`src/hw/rtl/imh_ram.sv`:
```
// Generic single-port RAM with registered read.
// No dependencies.
module imh_ram #(
    parameter int WIDTH = 8,
    parameter int DEPTH = 256
) (
    input  logic                     aclk,
    input  logic                     we,
    input  logic [$clog2(DEPTH)-1:0] addr,
    input  logic [WIDTH-1:0]         wdata,
    output logic [WIDTH-1:0]         rdata
);
    logic [WIDTH-1:0] mem [DEPTH];

    always_ff @(posedge aclk) begin
        if (we) begin
            mem[addr] <= wdata;
        end
        rdata <= mem[addr];
    end
endmodule

```
`config.mk`:
```
export PLATFORM = sky130hd
export DESIGN_NAME = imh_ram
export DESIGN_NICKNAME = d
export VERILOG_FILES = /design/src/hw/rtl/imh_ram.sv
export SDC_FILE = /design/constraint.sdc
export NUM_CORES = 2
export LEC_CHECK = 0
export BUFFER_PORTS_ARGS = -buffer_cell sky130_fd_sc_hd__buf_2
export CAP_MARGIN = 20
export CORE_AREA = 2 2 446 448
export CTS_CLUSTER_SIZE = 28
export DETAILED_ROUTE_END_ITERATION = 8
export DIE_AREA = 0 0 448 450
export PLACE_DENSITY = 0.51
export SYNTH_ARGS = -nofsm -noshare
export SYNTH_HDL_FRONTEND = slang
export SYNTH_SLANG_ARGS = --single-unit
```
`constraint.sdc`:
```
create_clock -name aclk -period 4.5 [get_ports aclk]
set_input_delay 0.675 -clock aclk [delete_from_list [all_inputs] [get_ports aclk]]
set_output_delay 0.675 -clock aclk [all_outputs]
set_load 0.01 [all_outputs]
```
[Yosys cells after proc, flatten, opt, wreduce, memory -nomap -nowiden]
Memory sizes are Yosys's and may differ from the RTL's. A register that Yosys moved wholly into a read port is not among the register bits.
Index checks and enable logic that the tools add are counted.
Word-level totals
  input port bits: 18
  flip-flop bits (word level): 0
  word-level logic and storage cells: 3
  memories: 1
  bits in writable memories: 2048
Operators by class
  muxes and demuxes: 2
Memory list
  mem: depth 256, bits a word 8, read ports 1, clocked after Yosys merged registers in 1, write ports 1, line 13  | logic [WIDTH-1:0] mem [DEPTH];
Operator list (count)
  $mux 1: 2

[Longest topological paths before layout]
  word-level depth: 2
  depth in mapped cells: 10
  depth with buffers taken out: 5

[Least setup slack after synthesis]
No wires, ideal clock.
  kind: input port to flip-flop
  start point: input port addr[1]
  end point: memory mem[111][0], enable pin
  data arrival time: 2.524 ns
  setup time: 0.370 ns
  data required time: 4.130 ns
  path buffers: 5
  cell stages on the path: 9
  path slack: 1.606 ns
  cells stage by stage: buf_2 > clkbuf_1 > clkbuf_1 > nand2_1 > buf_2 > nor2_1 > nand2_1 > clkbuf_1 > nor2_1
RTL lines
  from (decl): line 9  | input logic [$clog2(DEPTH)-1:0] addr,
  to (decl): line 13
No word-level cell before the write port.

==> flow_results.org <==
** Detailed routing
- In the routed layout, each cell is associated on average with a via count of 5.57.
- Dividing the detail-routed wire length by the instance count gives 30.3 um.
- The first routing iteration left 3838 violations.
- Vias after detailed routing :: 38081
- Wires add up to 207000 um.
- Once detail routing completed, the nets flagged for antenna violations numbered 0.
- The first detailed-routing pass ran for 5 iterations.
- Post-route DRC violation count :: 0

** Finish
- Post-route cell area :: 91900 um2
- Commonest cells after routing, fill and taps aside :: 2048 x edfxtp_1, 512 x mux4_2, 410 x buf_4
- Leaving out filler cells and counting taps, the final layout contains 6831.
- Sequential cell area in the final layout :: 61700 um2
- Fill cells in the final layout number 16395.
- In the final layout, the share of cells above drive strength 1 is 0.315.
- Number of nets in the final layout :: 4024
- In the final layout, the multi-input gates occupy 15800 um2.
- Compared with the post-synthesis result, the final layout area differs by 17.1%.
- Leaving out fill and tap cells, the most frequent cell in the layout is edfxtp_1.

** CTS
- The longest clock path from root to sink contains 3 buffers.
- Once the clock tree was built, the resizer swapped 0 gates to a different size.
- Clock latency of the later-clocked register in the worst-skew pair :: 0.85 ns
- Quantity of hold-fixing buffers added after cts :: 0
- CTS placed an instance of clkbuf_16 at the clock tree root.
- Clk sink count :: 2056
- Clock tree from TritonCTS :: built
- Number of buffers inserted during clock tree synthesis :: 210
- The H-tree was split into 4 levels.
- Post-CTS setup buffer count :: 0
- After clock tree synthesis, the clock-pin slew on the worst setup and hold paths is 0.06 ns.

** Global route
- Number of antenna violations at the first check in global routing :: 5
- The first global-routing pass estimated 295000 um of wire.
- Global routing finished with a remaining overflow of 0.
- For this run, the total global-route usage over all layers was measured as 0.206.
- The via count of the first global-routing pass was 39044.
- Maximum number of pins on one net before global-route repair :: 119

** Synth
- Synthesis inferred 2056 register bits.
- The portion of synthesized area spent on multiplexers is 0.147.
- Of the total synthesized cell area, the portion taken by XOR and XNOR cells is 0.
- Post-synthesis share of cell area spent on and, or, nand and nor gates :: 0.0173
- The cell area that synthesis handed to floorplanning was 78500 um2.
- Yosys printed 0 warnings.
- Number of distinct library cells after synthesis :: 22
- Of the total synthesized cell area, the portion taken by full adders, half adders and majority gates is 0.
- Synthesis handed over a netlist of 3547 instances.
- Share of synthesized area occupied by flip-flops and latches :: 0.786
- Net count after synthesis :: 3565
- In this run the mean area of a mapped cell was 22.1 um2.
- Main combinational cell family by area after synthesis :: multiplexers
- The share of the synthesized area in compound gates (AO/OA/AOI/OAI) came to 0.0362.

** STA
- Setup repair after global routing left no endpoint under its margin.
- At the pin with the least slew margin, the transition time is 1.12 ns.
- FMAX :: 0.276 GHz
- Headroom to the max-slew limit came out at 0.247.
- The clock period could shrink to 3.62 ns.
- The number of slew-limit violations in the final report was 0.
- Final setup vio count :: 0
- For the final routed database, the setup TNS stands at 0 ns.
- Across the routed clock network, the largest skew measured is 0.0484 ns.
- The total count of hold-check failures in the final report was 0.
- Final setup margin :: 0.883 ns
- Part of the cycle the worst path needs :: 0.804

** Power and ir drop
- Of the total power, combinational logic draws 0.047.
- The internal power of the cells totals 32.0 mW.
- Switching Fraction :: 0.213
- Power density over the cells :: 443 nW/um2
- Fraction of power consumed by the clock network :: 0.434
- Power, Total :: 40.7 mW
- VDD IR max :: 0.000305 V
- The share of total power dissipated in sequential elements is 0.520.
- Net switching power :: 8.66 mW
- Leakage power of the design :: 28.7 nW

** Setup path
- STA classifies the critical path startpoint as a primary input.
- Grouping stages by cell kind, the critical path spends the most delay in compound AO/OA/AOI/OAI gates.
- Worst-path maximum fanout :: 46
- Stage delay of the slowest cell on the critical path :: 0.95 ns
- Count of buffer and inverter cells on the critical path :: 4
- Worst setup path class :: in2reg
- Worst reg2reg path startpoint :: mem[191][3]$_DFFE_PP_
- The worst setup path is captured at a flip-flop.
- Library cell contributing the largest single delay on the critical path :: o41ai_1
- Critical Path Start :: addr[0]
- Data arrives at the worst endpoint at 4.29 ns.
- Top cell by count, worst path :: buf_4
- Traced cell by cell, the critical path runs through buf_8, buf_12, buf_4, mux4_2, a22oi_1, a21oi_1, o41ai_1, buf_4, nand4_1.
- Required arrival time at the worst endpoint :: 5.17 ns

** Floorplan
- For this configuration, the core starts out at a cell density of 0.399.
- Std-Cell Core Area :: 197000 um2
- Io pins :: 26
- Die X-Extent :: 448 um
- The floorplan has 163 rows.
- The floorplan step defined a die boundary enclosing 202000 um2.
- Die boundary height :: 450 um

** Placement
- Placement Cell Area :: 84900 um2
- Worst Setup Slack post-DPL :: 0.0283 ns
- Number of I/O port buffers :: 25
- The number of placed instances, taps included, is 6432.
- Placed wire-length estimate after detailed placement :: 128000 um
- The congestion estimate from routability-driven global placement came to 0.786.

** Hold path
- In this run the worst hold path is classified as in2reg.
- The worst hold path begins at wdata[6].

** Status
- The flow ran to the end, and the final reports show no timing, DRC or antenna violations.

** Flow run
- Across the run, the number of max-cap violations was 0.
## synthesized netlist by cell type (all sizes together)
master | instances | share of area
o41ai | 32 | 0.0036
a22oi | 256 | 0.024
nor2b | 7 | 0.00056
buf | 87 | 0.0070
clkbuf | 145 | 0.0069
nand3 | 13 | 0.00083
nor3 | 30 | 0.0019
mux4 | 512 | 0.15
inv | 1 | 0.000048
nor2 | 232 | 0.011
edfxtp | 2048 | 0.78
dfxtp | 8 | 0.0020
nand2 | 28 | 0.0013
or3 | 1 | 0.000080
a21oi | 128 | 0.0082
and2 | 3 | 0.00024
nand2b | 6 | 0.00048
nand4 | 8 | 0.00064
or2 | 2 | 0.00016
## cell type report
type,count,share of cell area
inverter,1,0.0000408
tap,2640,0.0359
clock inverter,133,0.0162
multi-input combinational,1258,0.172
sequential,2056,0.671
clock buffer,259,0.0597
timing repair buffer,479,0.0451
antenna,5,0.000136
## state kept, by name, summed over array words and instances (netlist names)
name   cells
mem     2048
rdata      8
## through the flow
stage	util	hold slack (ns)
after floorplan	-	0.774
after global placement	0.432	0.957
after detailed placement	0.432	0.941
after CTS	0.467	0.239
after global routing	0.468	0.265
final	0.468	0.264
## final timing paths
check / endpoint / slack [ns] / cells past startpoint
setup / recovery: rdata[3]$_DFF_P_ / 0.88 / 9
hold / removal: mem[180][6]$_DFFE_PP_ / 0.26 / 1
setup reg to reg: rdata[3]$_DFF_P_ / 1.48 / 6
hold reg to reg: rdata[0]$_DFF_P_ / 0.97 / 5
## layer usage
layer / up-vias / track usage / routed length (um)
li1: 16023 / - / -
met1: 20702 / 0.302 / 91800
met2: 1116 / 0.327 / 101000
met3: 240 / 0.0282 / 10300
met4: 0 / 0.0493 / 4120
met5: - / 0 / 0
## power by group through the flow
| stage | sequential, mW | combinational, mW | clock, mW |
|---|---|---|---|
| 2_1_floorplan | 21.5 | 0.938 | 0 |
| 3_3_place_gp | 21.6 | 1.93 | 0 |
| 3_5_place_dp | 21.6 | 1.94 | 0 |
| 4_1_cts | 21.1 | 1.95 | 18.0 |
| 5_1_grt | 21.1 | 2.03 | 18.7 |
| 6_report | 21.1 | 1.91 | 17.6 |
## logic make-up (layout without fill, tap and decap cells)
group	Yosys count	count (layout)
buffers and inverters	233	872
AOI/OAI and AO/OA	416	416
and+or+nand+nor	330	330
muxes	512	512
other	0	5
DFF	2056	2056
Note: power is estimated with default switching activity, not from simulation.
